**src/oavs_pkg.sv**
```systemverilog
// Shared types and constants for the obstacle-avoid velocity shaper.
// No dependencies; every other file of the block but oavs_if imports this package.
`default_nettype none
package oavs_pkg;

  localparam logic [15:0] Q_PI      = 16'd12868;
  localparam logic [15:0] Q_HALF_PI = 16'd6434;
  localparam logic [29:0] Q28_ONE   = 30'h1000_0000;
  localparam logic [24:0] T_SAT     = 25'h100_0000;

  localparam int HORNER_STEPS = 5;
  localparam int HORNER_K [HORNER_STEPS] = '{90, 56, 30, 12, 2};
  localparam int DIV_BITS = 25;

  localparam logic [1:0] ZONE_CLEAR   = 2'd0;
  localparam logic [1:0] ZONE_CAUTION = 2'd1;
  localparam logic [1:0] ZONE_DANGER  = 2'd2;

  localparam logic [3:0] REG_SAFE_DIST    = 4'd0;
  localparam logic [3:0] REG_DANGER_DIST  = 4'd1;
  localparam logic [3:0] REG_LINEAR_GAIN  = 4'd2;
  localparam logic [3:0] REG_TURN_GAIN    = 4'd3;
  localparam logic [3:0] REG_LINEAR_LIMIT = 4'd4;
  localparam logic [3:0] REG_LINEAR_DB    = 4'd5;
  localparam logic [3:0] REG_ANGULAR_LIM  = 4'd6;
  localparam logic [3:0] REG_ANGULAR_DB   = 4'd7;

  // Per-item data that rides alongside the cosine and divide stages.
  typedef struct packed {
    logic [15:0]        distance;
    logic               mneg;   // mirrored bearing negative: flip turn gain
    logic               cneg;   // cosine negative
    logic               czero;  // cosine rounded to zero
    logic signed [15:0] rl;
    logic signed [15:0] ra;
  } side_t;

  typedef struct packed {
    logic [29:0] u2;
    logic [28:0] c;
    side_t       side;
  } hdata_t;

  typedef struct packed {
    logic [15:0] safe_dist;
    logic [15:0] danger_dist;
    logic [15:0] linear_gain;
    logic [15:0] turn_gain;
    logic [14:0] linear_limit;
    logic [14:0] linear_db;
    logic [14:0] angular_limit;
    logic [14:0] angular_db;
  } cfg_t;

endpackage
`default_nettype wire

```
**src/oavs_horner_step.sv**
```systemverilog
// One Horner step of the cosine series: c = 1 - ((u2*c) >> 28) / K, clamped at 0.
// Three register stages; depends on oavs_pkg.
`default_nettype none
module oavs_horner_step
  import oavs_pkg::*;
#(
  parameter int K = 2
) (
  input  wire logic   clk,
  input  wire logic   rst,
  input  wire logic   en,
  input  wire logic   in_vld,
  input  wire hdata_t in_dat,
  output logic        out_vld,
  output hdata_t      out_dat
);
  localparam logic [30:0] RECIP = 31'((64'd1 << 31) / K);

  logic        vld1, vld2;
  logic [29:0] p1, p2, qe2, u2_1, u2_2;
  side_t       sd1, sd2;
  logic [58:0] prod1;
  logic [60:0] prod2;
  logic [36:0] qk, rem;
  logic [29:0] q;

  // stage 1: series product
  assign prod1 = 59'(in_dat.u2) * 59'(in_dat.c);
  // stage 2: reciprocal multiply, estimate low by at most one
  assign prod2 = 61'(p1) * 61'(RECIP);
  // stage 3: correct the estimate and subtract from one
  assign qk  = 37'(qe2) * 37'(K);
  assign rem = 37'(p2) - qk;
  assign q   = (rem >= 37'(K)) ? 30'(qe2 + 30'd1) : qe2;

  always_ff @(posedge clk) begin
    if (rst) begin
      vld1    <= 1'b0;
      vld2    <= 1'b0;
      out_vld <= 1'b0;
    end else if (en) begin
      vld1    <= in_vld;
      vld2    <= vld1;
      out_vld <= vld2;
    end
    if (en) begin
      p1          <= prod1[57:28];
      u2_1        <= in_dat.u2;
      sd1         <= in_dat.side;
      p2          <= p1;
      qe2         <= prod2[60:31];
      u2_2        <= u2_1;
      sd2         <= sd1;
      out_dat.u2  <= u2_2;
      out_dat.side <= sd2;
      out_dat.c   <= (q >= Q28_ONE) ? 29'd0 : 29'(Q28_ONE - q);
    end
  end
endmodule
`default_nettype wire

```
**config.mk**
```make
export PLATFORM = sky130hd
export DESIGN_NAME = oavs_horner_step
export DESIGN_NICKNAME = d
export VERILOG_FILES = /design/src/oavs_pkg.sv /design/src/oavs_horner_step.sv
export SDC_FILE = /design/constraint.sdc
export NUM_CORES = 2
export LEC_CHECK = 0
export BUFFER_PORTS_ARGS = -buffer_cell sky130_fd_sc_hd__buf_2
export CAP_MARGIN = 10
export CORE_ASPECT_RATIO = 1.2
export CORE_MARGIN = 1
export CORE_UTILIZATION = 55
export CTS_CLUSTER_DIAMETER = 150
export DETAILED_ROUTE_END_ITERATION = 10
export PLACE_DENSITY_LB_ADDON = 0.05
export SLEW_MARGIN = 40
export SYNTH_ARGS = -nofsm -noshare
export SYNTH_HDL_FRONTEND = slang
export SYNTH_SLANG_ARGS = --single-unit
```
**constraint.sdc**
```tcl
create_clock -name clk -period 13.2 [get_ports clk]
set_clock_uncertainty 0.05 [all_clocks]
set_input_delay 2.64 -clock clk [delete_from_list [all_inputs] [get_ports clk]]
set_output_delay 2.64 -clock clk [all_outputs]
set_load 0.02 [all_outputs]
```
Word level (Yosys, flattened, before mapping):

Cells that the tools add are included.
W data, S select, Z words.

* output and inout bits: 111
* logic and storage cells: 35
* register bits: 364
* input bits: 114

* $mul: 1
* order comparisons: 2
* mux-type cells: 1
* add/sub/neg operators: 3

Operators by type and width (count)
* $mul A30 B29 Y58: 1
* $ge A37 B2 Y1 const B: 1
* $sub A30 B30 Y31: 1
* $add A29 B1 Y30 const B: 1
* $ge A30 B29 Y1 const B: 1
* $mux W30: 1
* $sub A29 B29 Y29 const A: 1

Longest topological paths before layout:

* depth in word-level cells: 4
* mapped depth: 28

Least setup slack after synthesis:

Ideal clock, no wire load.

* path kind: in2reg
* start point: input port in_dat[93] (netlist bit)
* end point: register p1[28], data pin
* stages on the path: 25
* path slack: 3.605 ns
* arrival time: 9.272 ns
* data required time: 12.877 ns
* path buffers: 2
* path through: clkbuf_1 -> clkbuf_1 -> nand2_1 -> fa_1 -> inv_1 -> fa_1 -> fa_1 -> inv_1 -> fa_1 -> inv_1 -> fa_1 -> fa_1 -> fa_1 -> inv_1 -> fa_1 -> inv_1 -> ha_1 -> nand4_2 -> or4_4 -> o211ai_2 -> a21oi_2 -> o31ai_4 -> a31oi_1 -> a311oi_1 -> o311ai_1

* cells in the longest elaborated chain, start to end: 1

RTL lines
* start, declared: RTL line oavs_horner_step.sv:13 `input wire hdata_t in_dat,`
* $mul A30 B29 Y58: RTL line oavs_horner_step.sv:28 `assign prod1 = 59'(in_dat.u2) * 59'(in_dat.c);`
* net prod1[56]: RTL line oavs_horner_step.sv:22 `logic [58:0] prod1;`
* end signal, assigned: RTL line oavs_horner_step.sv:47 `p1 <= prod1[57:28];`
* end, declared: RTL line oavs_horner_step.sv:20 `logic [29:0] p1, p2, qe2, u2_1, u2_2;`

The timed path passes the listed nets, and every way through them passes these cells.
A chain may end at the register's enable or synchronous reset.

Final worst setup path:

* start point: input port in_dat[91] (netlist bit)
* end point: register p1[25], data pin

Same word-level chain as after synthesis.

==> metrics.yaml <==
slew_viol_final: 0
grt-ovfl-total: 0
setup.worst_path.start: "in_dat[91]"
dominantRegCellSynth: "edfxtp_1"
die_h_um: 291
cp-start-kind: "input pin"
yosys-top-cells-count: "inv_1 (793), fa_1 (749), and2_1 (483)"
rrSetupSlack_ns: 10.14
cts_setup_buffers: 0
coreArea_um2: 68600
status: "completed"
dr.max_layer_used: "met5"
clock_latency_ns: 0.58
required_ns: 13.48
critical-path-slowest-cell: "buf_2"
vias: 24576
hold_class: "reg -> reg"
r2r_end: "out_dat[77]"
synthTopCellsByArea: "fa_1 (39%), edfxtp_1 (26%), and2_1 (7.9%)"
netlist-cell-type-count: 57
htree_levels: 1
grt_pass1_vias: 27355
timing.rr.start: "p2[1]"
worst_pin_slew_ns: 0.909
dp_hpwl_um: 72300
area_delta_synth_final_pct: 7.20
grt_max_degree: 86
cts_num_sinks: 333
yosysTopAreaCell: "fa_1"
clk_pin_slew_ns: 0.06
netlist_instances: 3519
die-area_um2: 70700
cts_resized: 0
fmax_mhz: 99.1
synth_seq_cells: 333
ys_warn_count: 0
antenna_left: 0
multi_input_area_um2: 24700
fill_cells: 5757
num_io_pins: 225
cp_slowest_stage_delay_ns: 0.60
ff_latch_area_um2: 9970
fin_tns_setup_ns: 0
cts.path.max_buffers: 3
initialDrtViolationCount: 1459
met3_length_um: 4850
endpoint_kind: "flop"
cts_hold_buf: 0
cts_tree: "done"
synth-seq-area-share: 0.260
via_per_inst: 5.41
layout_min_cycle_time_ns: 10.09
synth_edf_count: 330
setup_viol: 0
synthArstFlopShare: 0
critPathArrivalTime_ns: 10.37
grt_usage: 0.284
grt_setup_unrepaired: "no"
first_pass_iters: 5
drc: 0
path_cells: "buf_2 -> and2_1 -> fa_1 -> fa_1 -> fa_1 -> inv_1 -> fa_1 -> inv_1 -> fa_1 -> inv_1 -> fa_1 -> inv_1 -> fa_1 -> fa_1 -> ha_1 -> a21oi_1 -> o211ai_1 -> a211oi_1 -> o211ai_2 -> a21oi_2 -> o31ai_4 -> a211oi_2 -> o21ai_0 -> xor2_1"
met1_length_um: 36400
crit_type: "in -> reg"
antenna_found_initial: 4
hold_viol: 0
avgSynthCellArea_um2: 10.9
setup_ws_ns: 3.11
portBuffers: 224
numCtsBuffers: 31
grt_pass1_wl_um: 153000
drt-total-wl_um: 96500
post-route-period-util: 0.764
rows: 105
die_width_um: 243
syn-num-nets: 4622
post_drt_wl_per_cell_um: 21.2
synth.top_cell.area_share: 0.391
synth_area_um2: 38300
drv_cap: 0
rr_worst_depth: 9
crit_fanout: 30
gp_congestion: 0.875
start_util: 0.559
cts-root-buf: "clkbuf_16"
yosysMostFrequentCell: "inv_1"
met2WireLength_um: 50300
fin_nets: 4712
slew_headroom: 0.394
post-place-ws_ns: 2.55
cpMostUsedCell: "fa_1"
critPathCapture: "p1[25]"
drive_above_1_share: 0.0820
==> cell families (layout without fill, tap and decap cells) <==
logic type / count (synthesis) / count (layout) / share of synthesized area
AO/OA/AOI/OAI: 131 / 131 / 0.0226
XOR/XNOR: 60 / 60 / 0.0137
adder cells (fa/ha/maj): 989 / 989 / 0.470
buffers and inverters: 974 / 1088 / 0.0958
flip-flops: 333 / 333 / 0.260
multiplexers: 3 / 3 / 0.000784
other: 0 / 3 / 0
AND/OR/NAND/NOR: 1029 / 1029 / 0.137
==> registers in the layout, indices dropped and copies added, names as in the netlist <==
name and count:
sd1 51, sd2 51, out_vld 1, out_dat 110
vld1 1, p1 29, p2 29, u2_1 30
vld2 1, u2_2 30
==> stage by stage <==
step,area [µm²],hold WS [ns],utilization,cells
after floorplan,38300,0.350,-,3519
after global placement,40000,0.350,0.583,4482
after detailed placement,40000,0.355,0.583,4482
after CTS,41000,0.365,0.598,4539
after global routing,41100,0.370,0.599,4542
final,41100,0.363,0.599,4545
==> area by class of cell <==
class / count / share of cell area
Timing Repair Buffer: 238 / 0.0314
Multi-Input combinational cell: 2212 / 0.601
Antenna cell: 3 / 0.000183
Inverter: 793 / 0.0725
Clock buffer: 36 / 0.0193
Tap cell: 909 / 0.0277
Sequential cell: 333 / 0.243
Clock inverter: 21 / 0.00551
==> worst min path at each step <==
stage / start / end / slack (ns) / cells past startpoint
finish: u2_2[23] / out_dat[103] / 0.36 / 0
global route: sd1[39] / sd2[39] / 0.37 / 0
CTS: u2_2[23] / out_dat[103] / 0.36 / 0
detailed placement: u2_2[21] / out_dat[101] / 0.35 / 0
global placement: u2_1[7] / u2_2[7] / 0.35 / 0
floorplan: sd2[0] / out_dat[0] / 0.35 / 0
==> critical path: cells and delay by family <==
family	cells	cell delay (ns)
fa+ha+maj	9	4.24
compound gates	8	2.23
buf+inv	5	0.81
simple gates	1	0.25
xor+xnor	1	0.16
==> layout by cell type (no fill, tap or decap), drive strengths merged, types with 3 or more instances in the layout <==
cell type	Yosys	routed
a211oi	3	3
a21o	31	31
a21oi	46	46
a31oi	6	6
and2	483	483
and3	10	10
buf	3	238
bufinv	0	4
clkbuf	178	36
clkinv	0	13
dfxtp	3	3
diode	0	3
edfxtp	330	330
fa	749	749
ha	240	240
inv	793	795
mux2i	3	3
nand2	427	427
nand2b	6	6
nand3	9	9
nand4	10	10
nor2	46	46
nor2b	7	7
nor3	16	16
nor4	4	4
o211ai	5	5
o21ai	18	18
o21bai	4	4
o31ai	3	3
or3	4	4
or4	3	3
xnor2	33	33
xor2	27	27
==> per-layer routing <==
layer | vias to the layer above | global-route usage
met4 | 2 | 0.127
met3 | 198 | 0.0294
met2 | 764 | 0.505
li1 | 10642 | -
met5 | - | 0
met1 | 12970 | 0.350
Power is not shown: default switching activity piles up to over one toggle a cycle in this logic, so the estimate is an artifact.
