<file path="src/oavs_pkg.sv">
// Shared types and constants for the obstacle-avoid velocity shaper.
// No dependencies; every other file of the block but oavs_if imports this package.
`default_nettype none
package oavs_pkg;

  localparam logic [15:0] Q_PI      = 16'd12868;
  localparam logic [15:0] Q_HALF_PI = 16'd6434;
  localparam logic [29:0] Q28_ONE   = 30'h1000_0000;
  localparam logic [24:0] T_SAT     = 25'h100_0000;

  localparam int HORNER_STEPS = 5;
  localparam int HORNER_K [HORNER_STEPS] = '{90, 56, 30, 12, 2};
  localparam int DIV_BITS = 25;

  localparam logic [1:0] ZONE_CLEAR   = 2'd0;
  localparam logic [1:0] ZONE_CAUTION = 2'd1;
  localparam logic [1:0] ZONE_DANGER  = 2'd2;

  localparam logic [3:0] REG_SAFE_DIST    = 4'd0;
  localparam logic [3:0] REG_DANGER_DIST  = 4'd1;
  localparam logic [3:0] REG_LINEAR_GAIN  = 4'd2;
  localparam logic [3:0] REG_TURN_GAIN    = 4'd3;
  localparam logic [3:0] REG_LINEAR_LIMIT = 4'd4;
  localparam logic [3:0] REG_LINEAR_DB    = 4'd5;
  localparam logic [3:0] REG_ANGULAR_LIM  = 4'd6;
  localparam logic [3:0] REG_ANGULAR_DB   = 4'd7;

  // Per-item data that rides alongside the cosine and divide stages.
  typedef struct packed {
    logic [15:0]        distance;
    logic               mneg;   // mirrored bearing negative: flip turn gain
    logic               cneg;   // cosine negative
    logic               czero;  // cosine rounded to zero
    logic signed [15:0] rl;
    logic signed [15:0] ra;
  } side_t;

  typedef struct packed {
    logic [29:0] u2;
    logic [28:0] c;
    side_t       side;
  } hdata_t;

  typedef struct packed {
    logic [15:0] safe_dist;
    logic [15:0] danger_dist;
    logic [15:0] linear_gain;
    logic [15:0] turn_gain;
    logic [14:0] linear_limit;
    logic [14:0] linear_db;
    logic [14:0] angular_limit;
    logic [14:0] angular_db;
  } cfg_t;

endpackage
`default_nettype wire

</file>
<file path="src/oavs_divider.sv">
// Pipelined restoring divider, one quotient bit per stage, numerator 25 bits.
// Divisor is the obstacle distance carried in the side data; depends on oavs_pkg.
`default_nettype none
module oavs_divider
  import oavs_pkg::*;
(
  input  wire logic        clk,
  input  wire logic        rst,
  input  wire logic        en,
  input  wire logic        in_vld,
  input  wire logic [24:0] num,
  input  wire side_t       in_side,
  output logic             out_vld,
  output logic [24:0]      quo,
  output side_t            out_side
);
  logic        vld [DIV_BITS];
  logic [15:0] rem [DIV_BITS];
  logic [24:0] nq  [DIV_BITS];
  side_t       sd  [DIV_BITS];

  for (genvar j = 0; j < DIV_BITS; j++) begin : g_stg
    logic        vld_in;
    logic [15:0] rem_in;
    logic [24:0] nq_in;
    side_t       sd_in;
    logic [16:0] sh, diff;
    logic        ge;

    if (j == 0) begin : g_first
      assign vld_in = in_vld;
      assign rem_in = 16'd0;
      assign nq_in  = num;
      assign sd_in  = in_side;
    end else begin : g_rest
      assign vld_in = vld[j-1];
      assign rem_in = rem[j-1];
      assign nq_in  = nq[j-1];
      assign sd_in  = sd[j-1];
    end

    assign sh   = {rem_in, nq_in[24]};
    assign ge   = sh >= {1'b0, sd_in.distance};
    assign diff = sh - {1'b0, sd_in.distance};

    always_ff @(posedge clk) begin
      if (rst) begin
        vld[j] <= 1'b0;
      end else if (en) begin
        vld[j] <= vld_in;
      end
      if (en) begin
        rem[j] <= ge ? diff[15:0] : sh[15:0];
        nq[j]  <= {nq_in[23:0], ge};
        sd[j]  <= sd_in;
      end
    end
  end

  assign out_vld  = vld[DIV_BITS-1];
  assign quo      = nq[DIV_BITS-1];
  assign out_side = sd[DIV_BITS-1];
endmodule
`default_nettype wire

</file>
<file path="config.mk">
export PLATFORM = sky130hd
export DESIGN_NAME = oavs_divider
export DESIGN_NICKNAME = d
export VERILOG_FILES = /design/src/oavs_pkg.sv /design/src/oavs_divider.sv
export SDC_FILE = /design/constraint.sdc
export NUM_CORES = 2
export LEC_CHECK = 0
export ABC_CLOCK_PERIOD_IN_PS = 2800
export BUFFER_PORTS_ARGS = -buffer_cell sky130_fd_sc_hd__buf_2
export CORE_MARGIN = 2
export CORE_UTILIZATION = 59
export CTS_BUF_LIST = sky130_fd_sc_hd__clkbuf_4
export DETAILED_ROUTE_END_ITERATION = 6
export GPL_ROUTABILITY_DRIVEN = 0
export HOLD_SLACK_MARGIN = 0.12
export PLACE_DENSITY_LB_ADDON = 0.25
export SETUP_SLACK_MARGIN = 0.3
export SLEW_MARGIN = 20
export SYNTH_ARGS = -nofsm -noshare
export SYNTH_HDL_FRONTEND = slang
export SYNTH_SLANG_ARGS = --single-unit
</file>
<file path="constraint.sdc">
create_clock -name clk -period 2.8 [get_ports clk]
set_input_delay 0 -clock clk [delete_from_list [all_inputs] [get_ports clk]]
set_output_delay 0 -clock clk [all_outputs]
set_load 0.05 [all_outputs]
</file>
**After elaboration in Yosys (flattened, before gate mapping)**

Memory sizes are Yosys's and may differ from the RTL's.
Cells that the tools add are included.

- Input port bits: 80
- Word-level logic and storage cells: 135
- Output and inout bits: 77
- Memory bits (writable): 2325
- Register bits: 0
- Memories kept: 4

Memory list:

| memory | words | width | read ports | clocked after Yosys merged registers in | wr ports | RTL line | text |
|---|---|---|---|---|---|---|---|
| sd | 25 | 51 | 25 | 0 | 25 | oavs_divider.sv:20 | `side_t sd [DIV_BITS];` |
| nq | 25 | 25 | 25 | 0 | 25 | oavs_divider.sv:19 | `logic [24:0] nq [DIV_BITS];` |
| rem | 25 | 16 | 24 | 0 | 25 | oavs_divider.sv:18 | `logic [15:0] rem [DIV_BITS];` |
| vld | 25 | 1 | 25 | 0 | 25 | oavs_divider.sv:17 | `logic vld [DIV_BITS];` |

- Add/sub/neg operators: 25
- Order comparisons: 25
- Mux-type cells: 56
- Bitwise operators: 25

Operators by type and width:

| kind | number |
|---|---|
| 17-bit by 16-bit greater-or-equal comparator with 1-bit output | 24 |
| 16-bit two-way mux | 25 |
| 16-bit subtractor | 24 |
| 1-bit two-way mux | 31 |
| 1-bit OR | 25 |
| 1-bit by 16-bit greater-or-equal comparator with 1-bit output | 1 |
| 1-bit by 16-bit subtractor with 16-bit output | 1 |

**Longest topological paths before layout**

- Word-level depth: 4
- Gate-level depth with buffers: 13
- Gate-level depth less buffers: 11

**Worst setup path before layout**

No wires, ideal clock.

- Kind: register to register
- Start: memory rem[7][2] (netlist: rem[0][114])
- End: memory rem[8][10] (netlist: rem[1][10]) (data pin)
- Data required time: 2.540 ns
- Stages on the path, launching flop included: 12
- Path slack: -0.175 ns
- Period minus slack after synthesis: 2.975 ns
- Buffers on the path: 2
- Arrival time: 2.715 ns
- Setup time: 0.260 ns
- Path through: edfxtp_1 > ha_1 > a21o_1 > a21oi_1 > o21ai_0 > a211o_1 > a31o_2 > o211ai_1 > a31o_2 > buf_4 > buf_4 > mux2_2

RTL lines:

| element | RTL line |
|---|---|
| start, declared | oavs_divider.sv:18 |

==> results.toml <==
[run_status]
outcome = "finished, violations left"
failed_checks = "negative setup slack"

[timing]
layout_setup_ws_ns = -0.109
whs_ns = 0.337
report.final.setup_viol = 94
worst_pin_slew_ns = 0.901
slew_headroom_pct = 39.7
max_freq_mhz = 344
finClkSkew_ns = 0.0976
min_period_ns = 2.91
post-route-period-util_pct = 104
setup_tns_ns = -4.10
drv_slew = 0
grt_setup_unrepaired = "true"
hold_viol = 0

[setup_path]
ff2ff_setup_slack_ns = -0.11
endpoint_kind = "flip-flop"
crit_chain = "ha_4, nor2b_4, o31a_1, o31a_1, o22ai_2, o21ai_2, a2111oi_4, o21ai_2, buf_12, mux2_4"
crit_path_max_incr_delay_ns = 0.45
worstSetupPathType = "flip-flop to flip-flop"
startpoint_type = "flip-flop"
cp_data_required_time_ns = 3.83
crit_path_top_delay_cell = "edfxtp_1"
crit_arrival_ns = 3.94
path_max_fanout = 14

[floorplanning]
rows = 144
dieArea_um2 = 159000
die_w_um = 399
start_util_pct = 59.6
die_h_um = 399
ios = 157
coreArea_um2 = 155000

[global_routing]
grt_pass1_wl_um = 271000
grt.overflow.total = 0
grt_util_met3_pct = 4.98
use_met2_pct = 36.8
gr-usage-met1_pct = 25.7
grtUsageTotal_pct = 21.6
grt_max_degree = 100
grt_pass1_vias = 54000
grt-busiest-layer = "met2"
grt_antenna_before_repair = 6

[detailed_routing]
via_per_inst = 5.43
wire_per_inst_um = 18.4
via_count = 52800
first_pass_iters = 5
drt_iter0_drc = 3617
drc = 0
ant_nets = 0
wl_um = 179000

[power]
peakVddDrop_mv = 0.596
power_leakage_uw = 0.0451
powerDensity_nw_per_um2 = 1030

[clocking]
numCtsBuffers = 596
clk_path_buf_depth = 4
clockRootBuffer = "clkbuf_4"
worstSkewPairLatency_ns = 1.36
htreeDepth = 6
clk_pin_slew_ns = 0.07
cts_tree = "built"
cts.sinks = 2309

[yosys]
synth_edf_count = 2309
synth-seq-area-share_pct = 75.3
syn-cell-area_um2 = 92100
syn_nets = 6119
async_flop_share_pct = 0
syn_area_per_cell_um2 = 16.4
ys.warnings.count = 0
ys_ff_latch = 2309
synthCells = 5630
synth_ff_type = "edfxtp_1"
yosysUniqueCellTypes = 85

[run]
drv_cap = 0

[finish]
drive_gt1_share_pct = 34.8
nNetsFinal = 7785
area_growth_syn_to_layout_pct = 26.1

[placement]
io_buffers = 156
dpl.hpwl_um = 104000

[worst_hold_path]
hold_class = "flip-flop to flip-flop"
## power breakdown
group	total [uW]	leakage (uW)	switching [uW]	internal [uW]
Sequential	47500	0.0226	2690	44800
Clock	27300	0.00428	12800	14500
Combinational	44600	0.0182	21300	23200
Total	119000	0.0451	36800	82600
## metal layers
layer  wire (um)  up-vias  share of wire (%)
met4        7420        4                4.2
met3        9640      490                5.4
li1            -    25000                  -
met1       69300    25600                 39
met5          27        -              0.015
met2       92300     1641                 52
## cell families (layout without fill, tap and decap cells)
family / count (synthesis) / in the layout / share of synthesized area [%]
xor gates and xnor gates: 255 / 255 / 2.43
DFF: 2309 / 2309 / 75.3
and+or+nand+nor: 995 / 997 / 5.22
AOI/OAI and AO/OA: 872 / 874 / 6.04
adders and majority gates: 409 / 409 / 5.75
muxes: 242 / 242 / 2.94
other: 0 / 2 / 0
buffers and inverters: 548 / 2594 / 2.32
## final timing paths
path	end	cells after the start	startpoint
worst min-delay path	nq[1][182]$_DFFE_PP_	0	nq[1][156]$_DFFE_PP_
worst min register to register	nq[1][182]$_DFFE_PP_	0	nq[1][156]$_DFFE_PP_
worst max register to register	rem[2][121]$_DFFE_PP_	10	rem[2][96]$_DFFE_PP_
worst max-delay path	rem[2][121]$_DFFE_PP_	10	rem[2][96]$_DFFE_PP_
## cell usage after synthesis, types with 8 or more instances
cell / instances / area, um2
a2111oi_0: 11 / 96.3
a211o_1: 14 / 123
a211oi_1: 17 / 128
a21boi_0: 25 / 188
a21o_1: 64 / 480
a21oi_1: 270 / 1350
a31o_2: 12 / 105
a31oi_1: 21 / 131
and2_1: 38 / 238
and3_1: 21 / 131
buf_2: 8 / 40.0
clkbuf_1: 47 / 176
edfxtp_1: 2309 / 69300
fa_1: 23 / 460
ha_1: 386 / 4830
inv_1: 481 / 1810
mux2_2: 191 / 2150
mux2i_1: 37 / 370
nand2_1: 208 / 781
nand2b_1: 44 / 275
nand3_1: 75 / 375
nand3b_1: 8 / 60.1
nand4_1: 48 / 300
nor2_1: 312 / 1170
nor2b_1: 65 / 407
nor3_1: 76 / 380
nor3b_1: 9 / 67.6
nor4_1: 21 / 131
o2111ai_1: 9 / 78.8
o211ai_1: 22 / 165
o21a_1: 63 / 473
o21ai_0: 202 / 1010
o21ai_1: 11 / 55.1
o21bai_1: 18 / 135
o31a_1: 23 / 201
o31ai_1: 21 / 158
o41ai_1: 15 / 131
or2_2: 16 / 100
or3_1: 32 / 200
xnor2_1: 164 / 1440
xor2_1: 91 / 797
## what timing repair did
item | 4_1_cts | 5_1_grt
endpoints found under the setup margin | 387 | 385
cloned | 17 | 10
endpoints found under the hold margin | 2426 | 0
pin swaps | 225 | 210
resized for setup | 550 | 466
hold buffers | 236 | 0
setup buffers | 175 | 118
## state kept, by name, indices dropped and copies added (netlist names)
register and flops:
nq 625, rem 384, sd 1275, vld 25
## layout make-up
| cell class | instances | area [um2] |
|---|---|---|
| inverter | 481 | 1810 |
| timing repair buffer | 1131 | 10100 |
| sequential | 2309 | 69300 |
| tap | 2044 | 2560 |
| fill | 8980 | 38500 |
| multi-input combinational | 2777 | 25200 |
| clock buffer | 852 | 6400 |
| clock inverter | 130 | 688 |
| antenna | 2 | 5.00 |
## metrics by stage
stage          worst slack, ns  area, um2  cells  power (uW)  util (%)
2_1_floorplan           -0.122      92900   5630       70200         -
3_3_place_gp            -0.160      99500   8186       79200      64.4
3_5_place_dp            -0.228      99500   8186       80400      64.4
4_1_cts                 -0.194     113000   9596      114000      73.1
5_1_grt                 -0.235     116000   9726      126000      75.1
6_report                -0.109     116000   9726      119000      75.1
## cell usage in the layout, fill, tap and decap left out, drive strengths merged, types with 102 or more instances in the layout
cell,instances
ha,386
nor2,312
a21oi,270
xnor2,164
edfxtp,2309
nand2,210
clkbuf,862
buf,886
clkinv,102
mux2,205
dlygate4sd3,235
inv,500
o21ai,219
## critical path: cells and delay by family (launching register included)
| family | cells | cell delay (ns) |
|---|---|---|
| AO/OA/AOI/OAI | 6 | 1.34 |
| adder cells (fa/ha/maj) | 1 | 0.27 |
| buffers and inverters | 1 | 0.17 |
| flip-flops | 1 | 0.45 |
| multiplexers | 1 | 0.29 |
| AND/OR/NAND/NOR | 1 | 0.12 |
No activity file was read; power rests on OpenSTA's default activity.
