`src/oavs_pkg.sv`:
```
// Shared types and constants for the obstacle-avoid velocity shaper.
// No dependencies; every other file of the block but oavs_if imports this package.
`default_nettype none
package oavs_pkg;

  localparam logic [15:0] Q_PI      = 16'd12868;
  localparam logic [15:0] Q_HALF_PI = 16'd6434;
  localparam logic [29:0] Q28_ONE   = 30'h1000_0000;
  localparam logic [24:0] T_SAT     = 25'h100_0000;

  localparam int HORNER_STEPS = 5;
  localparam int HORNER_K [HORNER_STEPS] = '{90, 56, 30, 12, 2};
  localparam int DIV_BITS = 25;

  localparam logic [1:0] ZONE_CLEAR   = 2'd0;
  localparam logic [1:0] ZONE_CAUTION = 2'd1;
  localparam logic [1:0] ZONE_DANGER  = 2'd2;

  localparam logic [3:0] REG_SAFE_DIST    = 4'd0;
  localparam logic [3:0] REG_DANGER_DIST  = 4'd1;
  localparam logic [3:0] REG_LINEAR_GAIN  = 4'd2;
  localparam logic [3:0] REG_TURN_GAIN    = 4'd3;
  localparam logic [3:0] REG_LINEAR_LIMIT = 4'd4;
  localparam logic [3:0] REG_LINEAR_DB    = 4'd5;
  localparam logic [3:0] REG_ANGULAR_LIM  = 4'd6;
  localparam logic [3:0] REG_ANGULAR_DB   = 4'd7;

  // Per-item data that rides alongside the cosine and divide stages.
  typedef struct packed {
    logic [15:0]        distance;
    logic               mneg;   // mirrored bearing negative: flip turn gain
    logic               cneg;   // cosine negative
    logic               czero;  // cosine rounded to zero
    logic signed [15:0] rl;
    logic signed [15:0] ra;
  } side_t;

  typedef struct packed {
    logic [29:0] u2;
    logic [28:0] c;
    side_t       side;
  } hdata_t;

  typedef struct packed {
    logic [15:0] safe_dist;
    logic [15:0] danger_dist;
    logic [15:0] linear_gain;
    logic [15:0] turn_gain;
    logic [14:0] linear_limit;
    logic [14:0] linear_db;
    logic [14:0] angular_limit;
    logic [14:0] angular_db;
  } cfg_t;

endpackage
`default_nettype wire

```
`src/oavs_blend.sv`:
```
// Gain products, zone selection and clamp/deadband; the last stage is the output register.
// Depends on oavs_pkg.
`default_nettype none
module oavs_blend
  import oavs_pkg::*;
(
  input  wire logic        clk,
  input  wire logic        rst,
  input  wire logic        en,
  input  wire cfg_t        cfg,
  input  wire logic        in_vld,
  input  wire logic [24:0] quo,
  input  wire side_t       in_side,
  output logic             out_vld,
  output logic [15:0]      out_lin,
  output logic [15:0]      out_ang,
  output logic [1:0]       out_zone
);
  function automatic logic [15:0] shape(logic signed [31:0] v, logic [14:0] lim,
                                        logic [14:0] db);
    logic signed [31:0] sl, w, a;
    sl = $signed({17'd0, lim});
    if (v > sl) w = sl;
    else if (v < -sl) w = -sl;
    else w = v;
    a = (w < 0) ? -w : w;
    if (a < $signed({17'd0, db})) w = 32'sd0;
    return w[15:0];
  endfunction

  logic [24:0] tmag;
  logic [40:0] lprod, aprod;
  logic [1:0]  zone0;

  logic               vld1, vld2;
  logic [28:0]        lmag1, amag1;
  logic               lneg1, aneg1;
  logic [1:0]         zone1, zone2;
  logic signed [15:0] rl1, ra1;
  logic signed [31:0] lterm, aterm, lin_next, ang_next, lin2, ang2;

  // saturate on zero distance, unless the cosine rounded to zero
  always_comb begin
    if (in_side.distance == 16'd0) tmag = in_side.czero ? 25'd0 : T_SAT;
    else tmag = quo;
  end
  assign lprod = 41'(cfg.linear_gain) * 41'(tmag);
  assign aprod = 41'(cfg.turn_gain) * 41'(tmag);

  always_comb begin
    if (in_side.distance < cfg.safe_dist && in_side.distance > cfg.danger_dist)
      zone0 = ZONE_CAUTION;
    else if (in_side.distance < cfg.danger_dist) zone0 = ZONE_DANGER;
    else zone0 = ZONE_CLEAR;
  end

  assign lterm = lneg1 ? -$signed({3'd0, lmag1}) : $signed({3'd0, lmag1});
  assign aterm = aneg1 ? -$signed({3'd0, amag1}) : $signed({3'd0, amag1});

  always_comb begin
    case (zone1)
      ZONE_CAUTION: begin
        lin_next = {{16{rl1[15]}}, rl1} - lterm;
        ang_next = {{16{ra1[15]}}, ra1} + aterm;
      end
      ZONE_DANGER: begin
        lin_next = -lterm;
        ang_next = aterm;
      end
      default: begin
        lin_next = {{16{rl1[15]}}, rl1};
        ang_next = {{16{ra1[15]}}, ra1};
      end
    endcase
  end

  always_ff @(posedge clk) begin
    if (rst) begin
      vld1    <= 1'b0;
      vld2    <= 1'b0;
      out_vld <= 1'b0;
    end else if (en) begin
      vld1    <= in_vld;
      vld2    <= vld1;
      out_vld <= vld2;
    end
    if (en) begin
      lmag1    <= lprod[40:12];
      amag1    <= aprod[40:12];
      lneg1    <= in_side.cneg;
      aneg1    <= in_side.cneg ^ in_side.mneg;
      zone1    <= zone0;
      rl1      <= in_side.rl;
      ra1      <= in_side.ra;
      lin2     <= lin_next;
      ang2     <= ang_next;
      zone2    <= zone1;
      out_lin  <= shape(lin2, cfg.linear_limit, cfg.linear_db);
      out_ang  <= shape(ang2, cfg.angular_limit, cfg.angular_db);
      out_zone <= zone2;
    end
  end
endmodule
`default_nettype wire

```
`config.mk`:
```
export PLATFORM = sky130hd
export DESIGN_NAME = oavs_blend
export DESIGN_NICKNAME = d
export VERILOG_FILES = /design/src/oavs_pkg.sv /design/src/oavs_blend.sv
export SDC_FILE = /design/constraint.sdc
export NUM_CORES = 2
export LEC_CHECK = 0
export BUFFER_PORTS_ARGS = -buffer_cell sky130_fd_sc_hd__buf_2
export CORE_ASPECT_RATIO = 0.75
export CORE_UTILIZATION = 45
export DETAILED_ROUTE_END_ITERATION = 8
export PLACE_DENSITY = 0.59
export SYNTH_ARGS = -nofsm -noshare
export SYNTH_HDL_FRONTEND = slang
export SYNTH_SLANG_ARGS = --single-unit
```
`constraint.sdc`:
```
create_clock -name clk -period 10.3 [get_ports clk]
set_input_delay 0.515 -clock clk [delete_from_list [all_inputs] [get_ports clk]]
set_output_delay 0.515 -clock clk [all_outputs]
set_load 0.02 [all_outputs]
```
# Yosys cells after proc, flatten, opt, wreduce, memory -nomap -nowiden
# Cells that the tools add are included.
# W data, S select, Z words.
[word_totals]
register_bits = 197
latchBits = 0
ram_bits = 0
romBits = 0
input_bits = 204
output_inout_bits = 35
elab_cells = 58
memories = 0
[classes]
n_addsub = 9
multipliers = 2
n_div = 0
n_lt_le_gt_ge = 11
n_eq_ne = 2
shift = 0
muxes = 15
bitwise = 1
n_reduce_logical = 2
[op_table]
columns = ["cell", "count"]
rows = [
  ["$mux W32", 10],
  ["$pmux W32 S2", 2],
  ["$neg A32 Y32", 3],
  ["$mul A16 B25 Y41", 2],
  ["$gt A32 B16 Y1", 2],
  ["$lt A32 B1 Y1 const B", 2],
  ["$lt A32 B16 Y1", 2],
  ["$lt A32 B32 Y1", 2],
  ["$neg A15 Y32", 2],
  ["$neg A29 Y32", 2],
  ["$mux W25", 2],
  ["$add A32 B32 Y32", 1],
  ["$lt A16 B16 Y1", 2],
  ["$sub A32 B32 Y32", 1],
  ["$gt A16 B16 Y1", 1],
  ["$logic_not A16 Y1", 1],
  ["$eq A2 B1 Y1 const B", 1],
  ["$eq A2 B2 Y1 const B", 1],
  ["$mux W2", 1],
  ["$logic_and A1 B1 Y1", 1],
  ["$xor A1 B1 Y1", 1],
]

# Depth between registers and ports, before layout
[logic_depth]
ltp_word = 8
depth_mapped = 43
ltp_nobuf = 37

# Least setup slack after synthesis
# No wires, ideal clock.
[synth_timing]
path_kind = "input to register"
startpoint = "input in_side[50] (netlist name)"
endpoint = "register amag1[28], data pin"
setup_time_ns = 0.260
arrival_time_ns = 8.789
t_required_ns = 10.040
path_slack_ns = 1.251
path_stages = 33
path_cell_list = "nor4_1 -> nand4_1 -> clkbuf_1 -> clkbuf_1 -> clkbuf_1 -> and3_1 -> fa_1 -> inv_1 -> fa_1 -> fa_1 -> fa_1 -> inv_1 -> fa_1 -> inv_1 -> fa_1 -> inv_1 -> ha_1 -> a2111oi_0 -> o221ai_1 -> a41o_1 -> a221oi_2 -> o21ai_1 -> o221ai_1 -> a211oi_1 -> o31a_1 -> a211o_1 -> a21oi_1 -> o21ai_1 -> and2_1 -> or4_1 -> a31o_2 -> a21oi_1 -> xnor2_1"
[synth_between]
elab_chain_len = 3
[synth_rtl]
columns = ["item", "line_no", "text"]
rows = [
  ["start: declaration", "oavs_blend.sv:13", "input wire side_t in_side,"],
  ["$logic_not A16 Y1", "oavs_blend.sv:44", "if (in_side.distance == 16'd0) tmag = in_side.czero ? 25'd0 : T_SAT;"],
  ["$mux W25", "oavs_blend.sv:44", ""],
  ["$mul A16 B25 Y41", "oavs_blend.sv:48", "assign aprod = 41'(cfg.turn_gain) * 41'(tmag);"],
  ["net aprod[40]", "oavs_blend.sv:32", "logic [40:0] lprod, aprod;"],
  ["end signal: assignment", "oavs_blend.sv:89", "amag1 <= aprod[40:12];"],
  ["end: declaration", "oavs_blend.sv:36", "logic [28:0] lmag1, amag1;"],
]
# The timed path passes the listed nets, and every way through them passes these cells.
# A chain may end at the register's enable or synchronous reset.

# Worst setup path after layout
[layout_timing]
startpoint = "input in_side[49] (netlist name)"
endpoint = "register amag1[28], data pin"
# Same word-level chain as after synthesis.

==> flow_summary.toml <==
[outcome]
outcome = "complete, no violations"

[placement]
port-buffer-count = 238
gp_congestion = 0.941
hpwl_um = 97400

[sta]
timing.fmax_mhz = 106
max_slew.worst_pin.slew_ns = 1.13
worst_hold_slack_ns = 0.158
rsz0062_at_grt = "false"
clock_skew_ns = 0.0201
setup_viol = 0
relSlewSlack_pct = 24.6
hold_viol = 0
fin_crit_sh_pct = 91.2
drv_slew = 0
finalSetupTns_ns = 0
finalCriticalPeriod_ns = 9.39

[pwr]
power_density_nw_per_um2 = 326
p_leak_nw = 22.9
swShare_pct = 51.0
clkPwrFrac_pct = 4.9
p_sw_w = 0.00764
seqPwrFrac_pct = 14.0
vdd_ir_drop_max_mv = 0.419
power_w = 0.0150
p_int_w = 0.00734
p_comb_share_pct = 81.2

[route]
dr.pass1.iters = 6
drtAntennaViolNets = 0
vias = 35000
wirelength_um = 124000
drtIter0Drc = 3014
wire_per_inst_um = 19.9
drc = 0
drt-vias-per-instance = 5.60

[yosys]
synth_cell_type_count = 98
synth_area_per_cell_um2 = 8.75
syn_nets = 6199
synth_area_um2 = 43000
synthCells = 4912
async_reset_ff_share_pct = 0
synth_edf_count = 194
yosys_warnings = 0
synth_flop_cell = "edfxtp_1"
synth.ff_latch_count = 197
yosysSeqAreaShare_pct = 13.7

[grt]
grt_pass1_vias = 34800
grt_max_degree = 191
grt_first_pass_wirelength_um = 198000
overflow = 0
grt_usage_pct = 26.0
antenna_found_initial = 10

[worst_setup_path]
worstPathArrival_ns = 9.65
rr_startpoint = "lin2[23]"
startpoint = "in_side[49]"
worstPathMaxFanout = 59
worst_ep_required_time_ns = 10.56
crit_type = "in -> reg"
critPathSlowestCell = "fa_1"
end_kind = "flip-flop"
r2r_slack_ns = 2.58
cpPeakStageDelay_ns = 0.56
startpoint_type = "input port"
cp_common_cell = "fa_1"

[cells_and_area]
final_layout_size_suffix_gt1_share_pct = 8.17
area_delta_synth_final_pct = 6.91
fin_nets = 6283

[floorplanning]
fp.dieH_um = 270
fp.dieW_um = 359
row_count = 97
num_io_pins = 239
initial_core_util_pct = 45.7
core_area_um2 = 94100
die_area_um2 = 96800

[clock_network]
ctsHoldBuffers = 0
ctsHtreeMaxLevel = 4
clk_latency_ns = 0.53
clk_pin_slew_worst_paths_ns = 0.09
clock_path_buffers = 2
cts_root_buf = "clkbuf_16"
numClockSinks = 197
cts_tree = "yes"
post_cts_resized = 0
cts_buffers = 17
post_cts_buffers = 0

[run]
maxCapViolCount = 0

[min_path]
hp-class = "in -> reg"
hp-start = "in_side[23]"
-- power groups by stage --
stage	combinational, W	sequential, W	clock, W
floorplan	0.00926	0.00198	0
global placement	0.0120	0.00210	0
detailed placement	0.0121	0.00210	0
CTS	0.0122	0.00208	0.000745
global route	0.0139	0.00212	0.000765
finish	0.0122	0.00209	0.000730
-- metal layers --
metal  routed length [µm]  part of all wire [%]  vias up  GRT usage [%]
li1                     -                     -    16300              -
met1                59000                    48    17200           39.1
met2                51500                    42     1335           37.8
met3                11000                   8.9      170           5.63
met4                 2510                   2.0       12           5.81
met5                   80                 0.064        -              0
-- cells in the mapped netlist (50+ instances only) --
cell	instances	area [µm²]
inv_1	861	3230
o21ai_0	148	741
nand2_1	630	2360
and3_1	346	2160
ha_1	443	5540
a21oi_1	167	836
xnor2_1	122	1070
xor2_1	74	648
nor2b_1	53	332
fa_1	640	12800
and2_1	53	332
clkbuf_1	223	837
nand3_1	55	275
nor3_1	65	325
a21o_1	50	375
nor2_1	203	762
edfxtp_1	194	5830
-- critical path: cells and delay by family --
kind            cells  cell delay [ns]
xor+xnor            1             0.08
compound gates     13             3.53
buf+inv             6             0.59
simple gates        5             1.53
fa+ha+maj           7             3.36
-- registers in the layout, indices dropped and copies added (netlist names) --
register	count
amag1	29
aneg1	1
ang2	32
lin2	32
lmag1	29
lneg1	1
out_ang	16
out_lin	16
out_vld	1
out_zone	2
ra1	16
rl1	16
vld1	1
vld2	1
zone1	2
zone2	2
-- final cells by class --
cell class | instances | area [µm²]
clock inverter | 13 | 146
fill | 9196 | 48100
sequential | 197 | 5890
multi-input combinational | 3600 | 32900
tap | 1237 | 1550
timing repair buffer | 317 | 1830
clock buffer | 19 | 443
inverter | 863 | 3240
antenna | 2 | 5.00
-- worst paths after layout --
| kind | to | cells after the start |
|---|---|---|
| worst max-delay path | amag1[28] | 32 |
| worst min-delay path | rl1[7] | 1 |
| worst max register to register | out_lin[15] | 28 |
| worst min register to register | out_zone[1] | 0 |
-- per-stage QoR --
step	setup slack, ns	utilization [%]	area (µm²)	std cells
after detailed placement	0.489	48.2	45400	6214
after global placement	0.540	48.2	45400	6214
after CTS	1.01	48.9	46000	6246
after global routing	0.250	48.9	46000	6247
final	0.909	48.9	46000	6248
after floorplan	1.25	-	43000	4912
-- cell usage in the layout, fill, tap and decap left out, types with 50 or more instances in the layout --
| cell type | Yosys | final |
|---|---|---|
| buf_4 | 2 | 76 |
| inv_1 | 861 | 861 |
| nor2_1 | 203 | 203 |
| edfxtp_1 | 194 | 194 |
| nor3_1 | 65 | 65 |
| and2_1 | 53 | 53 |
| nand3_1 | 55 | 55 |
| fa_1 | 640 | 640 |
| a21o_1 | 50 | 50 |
| buf_2 | 15 | 237 |
| o21ai_0 | 148 | 147 |
| and3_1 | 346 | 346 |
| nor2b_1 | 53 | 53 |
| ha_1 | 443 | 442 |
| xnor2_1 | 122 | 122 |
| nand2_1 | 630 | 630 |
| a21oi_1 | 167 | 167 |
| xor2_1 | 74 | 74 |
-- logic make-up after synthesis --
group | count (synthesis) | share of synthesized area, %
mux | 29 | 0.695
fa+ha+maj | 1083 | 42.7
xor+xnor | 196 | 3.99
buf+inv | 1115 | 9.88
compound gates | 673 | 10.3
simple gates | 1619 | 18.8
flops | 197 | 13.7
No activity file was read; power rests on OpenSTA's default activity.
